`config.mk`:
```
export PLATFORM = sky130hd
export DESIGN_NAME = json_string_unescape_flat
export DESIGN_NICKNAME = d
export VERILOG_FILES = /design/src/rtl/jsu_pkg.sv /design/src/rtl/jsu_if.sv /design/src/rtl/jsu_decode.sv /design/src/rtl/json_string_unescape.sv /design/src/flat_wrapper.sv
export VERILOG_INCLUDE_DIRS = /design/src /design/src/rtl
export SDC_FILE = /design/constraint.sdc
export NUM_CORES = 1
export LEC_CHECK = 0
export ABC_CLOCK_PERIOD_IN_PS = 3700
export BUFFER_PORTS_ARGS = -buffer_cell sky130_fd_sc_hd__buf_4
export CAP_MARGIN = 0
export CORE_AREA = 3 3 90 92
export CTS_CLUSTER_SIZE = 30
export DETAILED_ROUTE_END_ITERATION = 16
export DIE_AREA = 0 0 93 95
export HOLD_SLACK_MARGIN = 0.08
export PLACE_DENSITY = 0.7
export SLEW_MARGIN = 10
export SYNTH_ARGS = -nofsm -noshare
export SYNTH_HDL_FRONTEND = slang
export SYNTH_SLANG_ARGS = --single-unit
```
`constraint.sdc`:
```
create_clock -name i_clk -period 3.7 [get_ports i_clk]
set_input_delay 0.74 -clock i_clk [delete_from_list [all_inputs] [get_ports i_clk]]
set_output_delay 0.74 -clock i_clk [all_outputs]
set_load 0.1 [all_outputs]
```
`src/rtl/json_string_unescape_assert.svh`:
```
// Assertion macros shared by the JSON string unescaper RTL.
`ifndef JSON_STRING_UNESCAPE_ASSERT_SVH
`define JSON_STRING_UNESCAPE_ASSERT_SVH

// Check that a consequent holds in the same cycle as its antecedent.
`define JSU_ASSERT_SAME(label, ante, cons, msg) \
    label: assert property (@(posedge i_clk) disable iff (!i_rst_n) \
        (ante) |-> (cons)) else $error(msg);

// Check that a consequent holds in the cycle after its antecedent.
`define JSU_ASSERT_NEXT(label, ante, cons, msg) \
    label: assert property (@(posedge i_clk) disable iff (!i_rst_n) \
        (ante) |=> (cons)) else $error(msg);

`endif

```
`src/rtl/jsu_pkg.sv`:
```
// Types, codes and decode helpers for the JSON string unescaper.
package jsu_pkg;

    // Result kinds
    localparam logic [1:0] KIND_DATA  = 2'd0;
    localparam logic [1:0] KIND_CLOSE = 2'd1;
    localparam logic [1:0] KIND_ERROR = 2'd2;

    // Error codes
    localparam logic [2:0] ERR_NONE      = 3'd0;
    localparam logic [2:0] ERR_BAD_ESC   = 3'd1;
    localparam logic [2:0] ERR_BAD_HEX   = 3'd2;
    localparam logic [2:0] ERR_END_ESC   = 3'd3;
    localparam logic [2:0] ERR_END_HEX   = 3'd4;
    localparam logic [2:0] ERR_BARE_QUOT = 3'd5;

    // Characters of interest
    localparam logic [7:0] CH_QUOTE = 8'h22;
    localparam logic [7:0] CH_BSL   = 8'h5C;
    localparam logic [7:0] CH_SLASH = 8'h2F;
    localparam logic [7:0] CH_B     = 8'h62;
    localparam logic [7:0] CH_F     = 8'h66;
    localparam logic [7:0] CH_N     = 8'h6E;
    localparam logic [7:0] CH_R     = 8'h72;
    localparam logic [7:0] CH_T     = 8'h74;
    localparam logic [7:0] CH_U     = 8'h75;
    localparam logic [7:0] CH_BS    = 8'h08;
    localparam logic [7:0] CH_FF    = 8'h0C;
    localparam logic [7:0] CH_LF    = 8'h0A;
    localparam logic [7:0] CH_CR    = 8'h0D;
    localparam logic [7:0] CH_TAB   = 8'h09;

    // Digits held before the last one of a u-escape
    localparam logic [1:0] HEX_LAST = 2'd3;

    typedef enum logic [4:0] {
        MODE_NORMAL = 5'b00001,
        MODE_ESC    = 5'b00010,
        MODE_HEX    = 5'b00100,
        MODE_DONE   = 5'b01000,
        MODE_ERR    = 5'b10000
    } t_mode;

    typedef struct packed {
        t_mode       mode;
        logic [1:0]  hex_cnt;
        logic [11:0] accum;
    } t_parse_state;

    localparam t_parse_state PARSE_RESET = '{mode: MODE_NORMAL, hex_cnt: 2'd0, accum: 12'd0};

    typedef struct packed {
        logic [7:0] in_byte;
        logic       text_end;
        logic       start_new;
    } t_item;

    typedef struct packed {
        logic [7:0] data;
        logic [1:0] kind;
        logic [2:0] code;
    } t_result;

    typedef struct packed {
        t_parse_state  next;
        logic [1:0]    count;
        t_result [2:0] res;
    } t_decode;

    // Value of a hex digit of either case, with a valid flag in the top bit
    function automatic logic [4:0] hex_value(input logic [7:0] b);
        logic [4:0] v;
        v = 5'd0;
        if (b >= 8'h30 && b <= 8'h39) begin
            v = {1'b1, b[3:0]};
        end else if ((b >= 8'h61 && b <= 8'h66) || (b >= 8'h41 && b <= 8'h46)) begin
            v = {1'b1, b[3:0] + 4'd9};
        end
        return v;
    endfunction

    // Character of a single-letter escape, with a valid flag in the top bit
    function automatic logic [8:0] esc_map(input logic [7:0] b);
        logic [8:0] m;
        case (b)
            CH_QUOTE: m = {1'b1, CH_QUOTE};
            CH_BSL:   m = {1'b1, CH_BSL};
            CH_SLASH: m = {1'b1, CH_SLASH};
            CH_B:     m = {1'b1, CH_BS};
            CH_F:     m = {1'b1, CH_FF};
            CH_N:     m = {1'b1, CH_LF};
            CH_R:     m = {1'b1, CH_CR};
            CH_T:     m = {1'b1, CH_TAB};
            default:  m = 9'd0;
        endcase
        return m;
    endfunction

endpackage

```
`src/rtl/jsu_if.sv`:
```
// Valid/ready channel interfaces for the unescaper's input and result streams.
interface jsu_in_if;
    logic       valid;
    logic       ready;
    logic [7:0] in_byte;
    logic       text_end;
    logic       start_new;

    modport source(output valid, output in_byte, output text_end, output start_new,
                   input ready);
    modport sink(input valid, input in_byte, input text_end, input start_new,
                 output ready);
endinterface

interface jsu_out_if;
    logic       valid;
    logic       ready;
    logic [7:0] out_byte;
    logic [1:0] kind;
    logic [2:0] error_code;
    logic       run_last;

    modport source(output valid, output out_byte, output kind, output error_code,
                   output run_last, input ready);
    modport sink(input valid, input out_byte, input kind, input error_code,
                 input run_last, output ready);
endinterface

```
`src/rtl/jsu_decode.sv`:
```
// Parser step: next state and up to three results for one registered item.
module jsu_decode
    import jsu_pkg::*;
(
    input  t_parse_state i_state,
    input  logic         i_strict,
    input  t_item        i_item,
    output t_decode      o_dec
);

    t_parse_state w_cur;
    logic [4:0]   w_hex;
    logic [8:0]   w_esc;
    logic [15:0]  w_cp;

    assign w_cur = i_item.start_new ? PARSE_RESET : i_state;
    assign w_hex = hex_value(i_item.in_byte);
    assign w_esc = esc_map(i_item.in_byte);
    assign w_cp  = {w_cur.accum, w_hex[3:0]};

    // Walk one item through the parser
    always_comb begin
        o_dec.next  = w_cur;
        o_dec.count = 2'd0;
        o_dec.res   = '0;
        if (i_item.text_end) begin
            case (w_cur.mode)
                MODE_NORMAL: begin
                    o_dec.next.mode     = MODE_DONE;
                    o_dec.count         = 2'd1;
                    o_dec.res[0].kind   = KIND_CLOSE;
                end
                MODE_ESC: begin
                    o_dec.next.mode     = MODE_ERR;
                    o_dec.count         = 2'd1;
                    o_dec.res[0].kind   = KIND_ERROR;
                    o_dec.res[0].code   = ERR_END_ESC;
                end
                MODE_HEX: begin
                    o_dec.next.mode     = MODE_ERR;
                    o_dec.count         = 2'd1;
                    o_dec.res[0].kind   = KIND_ERROR;
                    o_dec.res[0].code   = ERR_END_HEX;
                end
                default: begin
                end
            endcase
        end else begin
            case (w_cur.mode)
                MODE_NORMAL: begin
                    if (i_item.in_byte == CH_BSL) begin
                        o_dec.next.mode = MODE_ESC;
                    end else if (i_item.in_byte == CH_QUOTE) begin
                        o_dec.count = 2'd1;
                        if (i_strict) begin
                            o_dec.next.mode   = MODE_ERR;
                            o_dec.res[0].kind = KIND_ERROR;
                            o_dec.res[0].code = ERR_BARE_QUOT;
                        end else begin
                            o_dec.next.mode   = MODE_DONE;
                            o_dec.res[0].kind = KIND_CLOSE;
                        end
                    end else begin
                        o_dec.count        = 2'd1;
                        o_dec.res[0].data  = i_item.in_byte;
                        o_dec.res[0].kind  = KIND_DATA;
                    end
                end
                MODE_ESC: begin
                    if (i_item.in_byte == CH_U) begin
                        o_dec.next.mode    = MODE_HEX;
                        o_dec.next.hex_cnt = 2'd0;
                        o_dec.next.accum   = 12'd0;
                    end else if (w_esc[8]) begin
                        o_dec.next.mode    = MODE_NORMAL;
                        o_dec.count        = 2'd1;
                        o_dec.res[0].data  = w_esc[7:0];
                        o_dec.res[0].kind  = KIND_DATA;
                    end else begin
                        o_dec.next.mode    = MODE_ERR;
                        o_dec.count        = 2'd1;
                        o_dec.res[0].kind  = KIND_ERROR;
                        o_dec.res[0].code  = ERR_BAD_ESC;
                    end
                end
                MODE_HEX: begin
                    if (!w_hex[4]) begin
                        o_dec.next.mode    = MODE_ERR;
                        o_dec.count        = 2'd1;
                        o_dec.res[0].kind  = KIND_ERROR;
                        o_dec.res[0].code  = ERR_BAD_HEX;
                    end else if (w_cur.hex_cnt == HEX_LAST) begin
                        // Encode the code point as UTF-8
                        o_dec.next = PARSE_RESET;
                        if (w_cp[15:7] == 9'd0) begin
                            o_dec.count       = 2'd1;
                            o_dec.res[0].data = {1'b0, w_cp[6:0]};
                        end else if (w_cp[15:11] == 5'd0) begin
                            o_dec.count       = 2'd2;
                            o_dec.res[0].data = {3'b110, w_cp[10:6]};
                            o_dec.res[1].data = {2'b10, w_cp[5:0]};
                        end else begin
                            o_dec.count       = 2'd3;
                            o_dec.res[0].data = {4'b1110, w_cp[15:12]};
                            o_dec.res[1].data = {2'b10, w_cp[11:6]};
                            o_dec.res[2].data = {2'b10, w_cp[5:0]};
                        end
                    end else begin
                        o_dec.next.accum   = {w_cur.accum[7:0], w_hex[3:0]};
                        o_dec.next.hex_cnt = w_cur.hex_cnt + 2'd1;
                    end
                end
                default: begin
                end
            endcase
        end
    end

endmodule

```
`src/rtl/json_string_unescape.sv`:
```
// Data path: an accepted item is held in the input register, and the parser step
// loads its results from there into the result buffer that drives the result port.
// Throughput: one item per cycle while each gives at most one result and results
// are taken; an item that gives more holds the result buffer until its last is taken.
// Reset (synchronous, active low): parser returns to normal mode, strict_quote
// clears to 0, both stages empty.
`include "json_string_unescape_assert.svh"

module json_string_unescape
    import jsu_pkg::*;
(
    input  logic        i_clk,
    input  logic        i_rst_n,
    input  logic        i_cfg_wr_en,
    input  logic        i_cfg_wr_data,
    jsu_in_if.sink      i_in,
    jsu_out_if.source   o_res
);

    logic          r_strict;
    logic          r_in_valid, n_in_valid;
    t_item         r_in, n_in;
    t_parse_state  r_state, n_state;
    t_result [2:0] r_res, n_res;
    logic [1:0]    r_left, n_left;

    t_decode       w_dec;
    logic          w_out_take;
    logic          w_buf_free;
    logic          w_move;

    // Parser step on the registered item
    jsu_decode u_decode (
        .i_state  (r_state),
        .i_strict (r_strict),
        .i_item   (r_in),
        .o_dec    (w_dec)
    );

    assign w_out_take = o_res.valid && o_res.ready;
    assign w_buf_free = (r_left == 2'd0) || (r_left == 2'd1 && o_res.ready);
    assign w_move     = r_in_valid && (w_dec.count == 2'd0 || w_buf_free);

    assign i_in.ready = !r_in_valid || w_move;

    // Drive the result port from the head of the buffer
    assign o_res.valid      = (r_left != 2'd0);
    assign o_res.out_byte   = r_res[0].data;
    assign o_res.kind       = r_res[0].kind;
    assign o_res.error_code = r_res[0].code;
    assign o_res.run_last   = (r_left == 2'd1);

    // Advance the input stage
    always_comb begin
        n_in_valid = r_in_valid;
        n_in       = r_in;
        if (i_in.valid && i_in.ready) begin
            n_in_valid     = 1'b1;
            n_in.in_byte   = i_in.in_byte;
            n_in.text_end  = i_in.text_end;
            n_in.start_new = i_in.start_new;
        end else if (w_move) begin
            n_in_valid = 1'b0;
        end
    end

    // Shift out taken results, load a new run
    always_comb begin
        n_state = w_move ? w_dec.next : r_state;
        n_res   = r_res;
        n_left  = r_left;
        if (w_out_take) begin
            n_res[0] = r_res[1];
            n_res[1] = r_res[2];
            n_left   = r_left - 2'd1;
        end
        if (w_move && w_dec.count != 2'd0) begin
            n_res  = w_dec.res;
            n_left = w_dec.count;
        end
    end

    always_ff @(posedge i_clk) begin
        if (!i_rst_n) begin
            r_strict   <= 1'b0;
            r_in_valid <= 1'b0;
            r_state    <= PARSE_RESET;
            r_left     <= 2'd0;
        end else begin
            if (i_cfg_wr_en) begin
                r_strict <= i_cfg_wr_data;
            end
            r_in_valid <= n_in_valid;
            r_state    <= n_state;
            r_left     <= n_left;
        end
    end

    // Hold payload registers without reset
    always_ff @(posedge i_clk) begin
        r_in  <= n_in;
        r_res <= n_res;
    end

    `JSU_ASSERT_NEXT(a_run_continues, w_out_take && !o_res.run_last, o_res.valid,
        "result run broken before its last transaction")
    `JSU_ASSERT_SAME(a_code_matches_kind, o_res.valid,
        (o_res.kind == KIND_ERROR) == (o_res.error_code != ERR_NONE),
        "error code disagrees with result kind")
    `JSU_ASSERT_NEXT(a_final_mode_holds,
        w_move && !r_in.start_new && (r_state.mode == MODE_DONE || r_state.mode == MODE_ERR),
        $stable(r_state), "finished or failed parser changed without start_new")

endmodule

```
`src/flat_wrapper.sv`:
```
// flat-port wrapper written by rule: the top's interface ports become plain ports
module json_string_unescape_flat import jsu_pkg::*;
  (i_clk, i_rst_n, i_cfg_wr_en, i_cfg_wr_data, i_in_valid, i_in_in_byte, i_in_text_end, i_in_start_new, i_in_ready, o_res_valid, o_res_out_byte, o_res_kind, o_res_error_code, o_res_run_last, o_res_ready);
  jsu_in_if i_in_i ();
  jsu_out_if o_res_i ();
  input  logic i_clk;
  input  logic i_rst_n;
  input  logic i_cfg_wr_en;
  input  logic i_cfg_wr_data;
  input wire logic [$bits(i_in_i.valid)-1:0] i_in_valid;
  input wire logic [$bits(i_in_i.in_byte)-1:0] i_in_in_byte;
  input wire logic [$bits(i_in_i.text_end)-1:0] i_in_text_end;
  input wire logic [$bits(i_in_i.start_new)-1:0] i_in_start_new;
  output wire logic [$bits(i_in_i.ready)-1:0] i_in_ready;
  output wire logic [$bits(o_res_i.valid)-1:0] o_res_valid;
  output wire logic [$bits(o_res_i.out_byte)-1:0] o_res_out_byte;
  output wire logic [$bits(o_res_i.kind)-1:0] o_res_kind;
  output wire logic [$bits(o_res_i.error_code)-1:0] o_res_error_code;
  output wire logic [$bits(o_res_i.run_last)-1:0] o_res_run_last;
  input wire logic [$bits(o_res_i.ready)-1:0] o_res_ready;
  assign i_in_i.valid = i_in_valid;
  assign i_in_i.in_byte = i_in_in_byte;
  assign i_in_i.text_end = i_in_text_end;
  assign i_in_i.start_new = i_in_start_new;
  assign i_in_ready = i_in_i.ready;
  assign o_res_valid = o_res_i.valid;
  assign o_res_out_byte = o_res_i.out_byte;
  assign o_res_kind = o_res_i.kind;
  assign o_res_error_code = o_res_i.error_code;
  assign o_res_run_last = o_res_i.run_last;
  assign o_res_i.ready = o_res_ready;
  json_string_unescape u_core (.i_clk(i_clk), .i_rst_n(i_rst_n), .i_cfg_wr_en(i_cfg_wr_en), .i_cfg_wr_data(i_cfg_wr_data), .i_in(i_in_i), .o_res(o_res_i));
endmodule
```
After elaboration in Yosys (flattened, before gate mapping)
Cells that the tools add are included.
Storage, ports and cells
  register bits: 62
  latch bits: 0
  memory bits (writable): 0
  ROM bits: 0
  input bits: 16
  output and inout port bits: 16
  logic and storage cells: 128
  memories: 0
Operators by class
  add/sub/neg operators: 3
  $mul: 0
  divide/modulo/power cells: 0
  order comparisons: 6
  equality and inequality tests: 14
  shifts and indexed selects: 0
  muxes and demuxes: 62
  bitwise logic cells: 3
  reduce and logical (&&, ||, !) cells: 25
Operator list (number)
  $mux 8: 13
  $pmux 9 s8: 1
  $mux 5: 12
  $eq 8x7->1 const B: 7
  $mux 14: 4
  $mux 26: 2
  $pmux 13 s3: 1
  $pmux 14 s2: 1
  $mux 13: 2
  $mux 19: 1
  $eq 8x6->1 const B: 2
  $ge 8x7->1 const B: 2
  $le 8x7->1 const B: 2
  $mux 2: 8
  $pmux 5 s3: 1
  $mux 6: 2
  $mux 10: 1
  $pmux 5 s2: 1
  $logic_not 9->1: 1
  $ge 8x6->1 const B: 1
  $le 8x6->1 const B: 1
  $logic_and 1x1->1: 8
  $reduce_bool 2->1: 4
  $mux 1: 7
  other kinds (21): 28

Depth between registers and ports, before layout
  word-level depth: 17
  gate-level depth with buffers: 13
  depth with buffers taken out: 9

By module
From an unflattened synthesis, not the netlist that was laid out.
Unflattened totals
  cell total of the unflattened synthesis: 450
  area, all modules: 4424.2 um2
By module, submodules not included
  json_string_unescape: times used 1, cells each 206, area each 2885.3 um2, sequential area each 1931.9 um2
  jsu_decode: times used 1, cells each 244, area each 1539.0 um2, sequential area each 0.0 um2

Worst setup path after synthesis
OpenSTA, ideal clock, no wires.
  kind: reg-to-reg
  start: reg u_core.r_in[3] (netlist bit)
  end: reg u_core.r_in[0] (netlist bit) (enable)
  library setup time: 0.290 ns
  data arrival time: 3.296 ns
  data required time: 3.410 ns
  slack: 0.114 ns
  stages on the path, launching flop included: 9
  buffers on the path: 0
  period minus slack after synthesis: 3.586 ns
  cell sequence: edfxtp_1 > inv_1 > ha_1 > o21bai_1 > a2111oi_1 > o211ai_1 > a31oi_2 > nand2_1 > and2_1
Between the ends
  word-level cells in the longest chain between the ends: 13
  elaborated cells between the ends (all ways): 24
  those cells by class: order compare (6); eq/ne (2); mux (7); reduce/logical (9)
Ends and longest elaborated chain
  start: declaration: line json_string_unescape.sv:22  | t_item r_in, n_in;
  start signal: assignment: line json_string_unescape.sv:101  | r_in <= n_in;
  $ge 8x7->1 or $le 8x7->1 (tied branches): line jsu_pkg.sv:76  | end else if ((b >= 8'h61 && b <= 8'h66) || (b >= 8'h41 && b <= 8'h46)) begin
  $logic_and 1x1->1: line jsu_pkg.sv:76
  $logic_or 1x1->1: line jsu_pkg.sv:76
  $mux 5: line jsu_pkg.sv:76
  $mux 5: line jsu_pkg.sv:74  | if (b >= 8'h30 && b <= 8'h39) begin
  $mux 2: line jsu_decode.sv:87  | if (!w_hex[4]) begin
  $pmux 2 s3 *: line jsu_decode.sv:49  | case (w_cur.mode)
  $mux 2 *: line jsu_decode.sv:26  | if (i_item.text_end) begin
  $logic_not 2->1 *: line json_string_unescape.sv:42  | assign w_move = r_in_valid && (w_dec.count == 2'd0 || w_buf_free);
  $logic_or 1x1->1 *: line json_string_unescape.sv:42
  $logic_and 1x1->1 *: line json_string_unescape.sv:42
  $logic_or 1x1->1 *: line json_string_unescape.sv:44  | assign i_in.ready = !r_in_valid || w_move;
  named net i_in_ready: line flat_wrapper.sv:14  | output wire logic [$bits(i_in_i.ready)-1:0] i_in_ready;
  $logic_and 1x1->1 *: line json_string_unescape.sv:57  | if (i_in.valid && i_in.ready) begin
Mark *: on every way through the listed nets, which the timed path passes. The rest lies on a longest branch.
A chain may end at the register's enable or synchronous reset.

Worst setup path after layout
  start: reg u_core.r_in[2] (netlist bit)
  end: out i_in_ready
Between the ends
  word-level cells in the longest chain between the ends: 12
  elaborated cells between the ends (all ways): 23
  those cells by class: order compare (6); eq/ne (2); mux (7); reduce/logical (8)
Ends and longest elaborated chain (line)
  $ge 8x7->1 or $le 8x7->1 (tied branches): jsu_pkg.sv:76
  $logic_and 1x1->1: jsu_pkg.sv:76
  $logic_or 1x1->1: jsu_pkg.sv:76
  $mux 5: jsu_pkg.sv:76
  $mux 5: jsu_pkg.sv:74
  $mux 2: jsu_decode.sv:87
  $pmux 2 s3 *: jsu_decode.sv:49
  $mux 2 *: jsu_decode.sv:26
  $logic_not 2->1 *: json_string_unescape.sv:42
  $logic_or 1x1->1 *: json_string_unescape.sv:42
  $logic_and 1x1->1 *: json_string_unescape.sv:42
  $logic_or 1x1->1 *: json_string_unescape.sv:44
  end: declaration: flat_wrapper.sv:14
Every way passes the cells marked *; elsewhere a longest branch is shown, timed or not.

==> flow_summary.toml <==
[run_status]
status = "finished, final reports clean"

[min_path]
hp-class = "flop to flop"
min_to = "u_core.r_state[17]$_SDFFE_PN0P_"
whs_path_depth = 2
hold_path_startpoint = "u_core.r_state[17]$_SDFFE_PN0P_"

[floorplan]
core_area_um2 = 7290
die_area_um2 = 8840
die-height_um = 95
start_util_pct = 49.7
rows = 31
dieWidth_um = 93
io_pins = 32

[yosys]
yosys_most_used_dff = "edfxtp_1"
ys_warn_count = 0
synth_nets = 426
synth_most_common_cell = "nand2_1"
synth_common_cells = "nand2_1 (45), nor2_1 (39), edfxtp_1 (37)"
synthCells = 402
synthMuxAreaShare_pct = 1.42
synth_edf_count = 37
syn_area_um2 = 3620
synth_compound_area_share_pct = 23.3
yosysTopAreaCell = "edfxtp_1"
synth_fa_ha_area_share_pct = 2.76
ys_async_sr_fraction_pct = 0
synth_cell_types = 62
synth_xor_area_share_pct = 0.725
synth_top_family_by_area = "compound AO/OA/AOI/OAI gates"
synth-seq-cells = 60
synth_area_per_cell_um2 = 9.01
yosysSeqAreaShare_pct = 43.4
synth.top_cell.area_share_pct = 30.7
synth_simple_gate_area_share_pct = 21.7
synth_area_leaders = "edfxtp_1 (31%), dfxtp_1 (13%), nand2_1 (4.7%)"

[setup_path]
endpoint_kind = "output pin"
r2r_cells = 9
critical_path_class = "flop to output pin"
required_ns = 2.96
path_max_fanout = 7
cp-start-kind = "flop"
r2r_setup_slack_ns = 0.44
critical_path_arrival_ns = 2.84
worst_r2r_endpoint = "u_core.r_state[13]$_SDFFE_PN0P_"
timing.rr.start = "u_core.r_in[2]$_DFFE_PP_"

[clocking]
cts.clk_slew.worst_paths_ns = 0.07
cts_root_buf = "clkbuf_8"
htreeDepth = 3
cts_hold_buf = 0
cts_buffers = 9
worstSkewPairLatency_ns = 0.35
clockBufferDepth = 2
cts_tree = "done"
cts.sinks = 60

[detailed_routing]
drt_wl_total_um = 9880
drt_iter0_markers = 349
avgViaCountPerCell = 6.17
ant_nets = 0
drcViolationCount = 0
first_pass_iters = 6
via_count = 3257
routedWlPerCell_um = 18.7

[timing]
tns_ns = 0
period_minus_slack_ns = 3.58
max_clock_freq_mhz = 279
setup_viol = 0
slew_headroom_pct = 40.1
worst_pin_slew_ns = 0.898
fin_crit_sh_pct = 96.7
rsz0062_at_grt = "false"
finalClockSkew_ns = 0.0124
slew_violations = 0
finalHoldViolCount = 0

[global_routing]
grt_pass1_vias = 3053
gr-total-overflow = 0
grt_pass1_wl_um = 15600
grtUsageTotal_pct = 23.1
grt_max_degree = 27
grt_antenna_before_repair = 0

[power_and_ir_drop]
leakagePower_nw = 1.52
p_per_area_nw_per_um2 = 523
vdd_ir_drop_max_mv = 0.178

[place]
dp_hpwl_um = 7240
gp_congestion = 0.973
portBuffers = 31

[job]
drv_cap = 0

[layout]
drive_above_1_share_pct = 17.2
n_antenna_cell = 0
final_nets = 448
area_delta_synth_final_pct = 13.7
layout.area.seq_um2 = 1570
filler_cell_count = 695
multiInputGateArea_um2 = 1820
final_util_pct = 56.5
-- metal layers --
layer / global-route usage (%) / up-vias / routed length (µm)
li1: - / 1541 / -
met1: 30.2 / 1542 / 4240
met2: 36.6 / 152 / 4570
met3: 5.42 / 22 / 817
met4: 10.4 / 0 / 241
met5: 0 / - / 0
-- what timing repair did --
item,4_1_cts,5_1_grt
endpoints found under the setup margin,1,1
gates resized for setup,1,2
setup buffers,0,3
hold endpoints to repair,0,0
pin swaps,0,1
-- stage by stage --
| stage | instance area [µm²] | cells | setup slack (ns) | total power [mW] | hold WS (ns) |
|---|---|---|---|---|---|
| floorplan | 3620 | 402 | 0.114 | 1.45 | 0.437 |
| CTS | 4090 | 525 | 0.0285 | 2.16 | 0.493 |
| detailed placement | 3880 | 509 | 0.398 | 1.56 | 0.481 |
| global placement | 3880 | 509 | 0.508 | 1.56 | 0.458 |
| finish | 4120 | 528 | 0.121 | 2.16 | 0.490 |
| global route | 4120 | 528 | 0.00186 | 2.25 | 0.520 |
-- state kept, by name, summed over array words and instances, names as in the netlist --
name / cells
u_core.o_res.kind: 2
u_core.r_res: 14
u_core.o_res.error_code: 3
u_core.r_strict: 1
u_core.r_in_valid: 1
u_core.r_state: 19
u_core.r_in: 10
u_core.r_left: 2
u_core.o_res.out_byte: 8
-- logic make-up after synthesis --
family | after synthesis
mux | 5
flops | 60
simple gates | 158
xor+xnor | 3
fa+ha+maj | 8
buf+inv | 48
compound gates | 120
-- cell type report --
type | count | area share, %
Clock buffer | 9 | 3.01
Clock inverter | 7 | 1.82
Inverter | 11 | 1.00
Multi-Input combinational cell | 294 | 44.2
Sequential cell | 60 | 38.2
Tap cell | 99 | 3.01
Timing Repair Buffer | 48 | 8.84
-- worst max-delay path: stages (launching register included) --
cell and delay, ns:
edfxtp_1 0.44, inv_1 0.14, ha_1 0.26, nor3b_1 0.16
or4_1 0.61, a31oi_4 0.31, a31oi_2 0.20, nand2_1 0.15
buf_6 0.23
-- cells in the final DEF, fill, tap and decap left out, drive strengths merged, types with 4 or more instances in the layout --
cell	Yosys	routed
a21o	4	4
a21oi	26	26
a22o	5	5
a22oi	5	5
a31oi	4	4
and2	7	7
buf	20	48
clkbuf	17	9
dfxtp	23	23
edfxtp	37	37
ha	8	8
inv	11	13
mux2i	4	4
nand2	45	45
nand2b	5	5
nand3	5	5
nand4	12	12
nor2	40	40
nor2b	7	7
nor3	10	10
nor4	5	5
o211ai	6	6
o21ai	23	23
o22ai	6	6
o31ai	7	7
or3	4	4
or4	4	4
-- worst max path at each step --
| stage | from | end | slack (ns) | cells after the start |
|---|---|---|---|---|
| after floorplan | u_core.r_in[3]$_DFFE_PP_ | u_core.r_in[0]$_DFFE_PP_ | 0.11 | 8 |
| after detailed placement | u_core.r_in[2]$_DFFE_PP_ | i_in_ready | 0.40 | 8 |
| after CTS | u_core.r_in[2]$_DFFE_PP_ | i_in_ready | 0.03 | 8 |
| after global placement | u_core.r_in[2]$_DFFE_PP_ | i_in_ready | 0.51 | 8 |
| after global routing | u_core.r_in[9]$_DFFE_PP_ | i_in_ready | 0.002 | 6 |
| final | u_core.r_in[2]$_DFFE_PP_ | i_in_ready | 0.12 | 8 |
-- where the power goes --
group          internal [mW]  switching [mW]
clock                  0.314           0.283
combinational          0.173           0.524
sequential             0.815          0.0471
total                   1.30           0.855
Note: power is estimated with default switching activity, not from simulation.
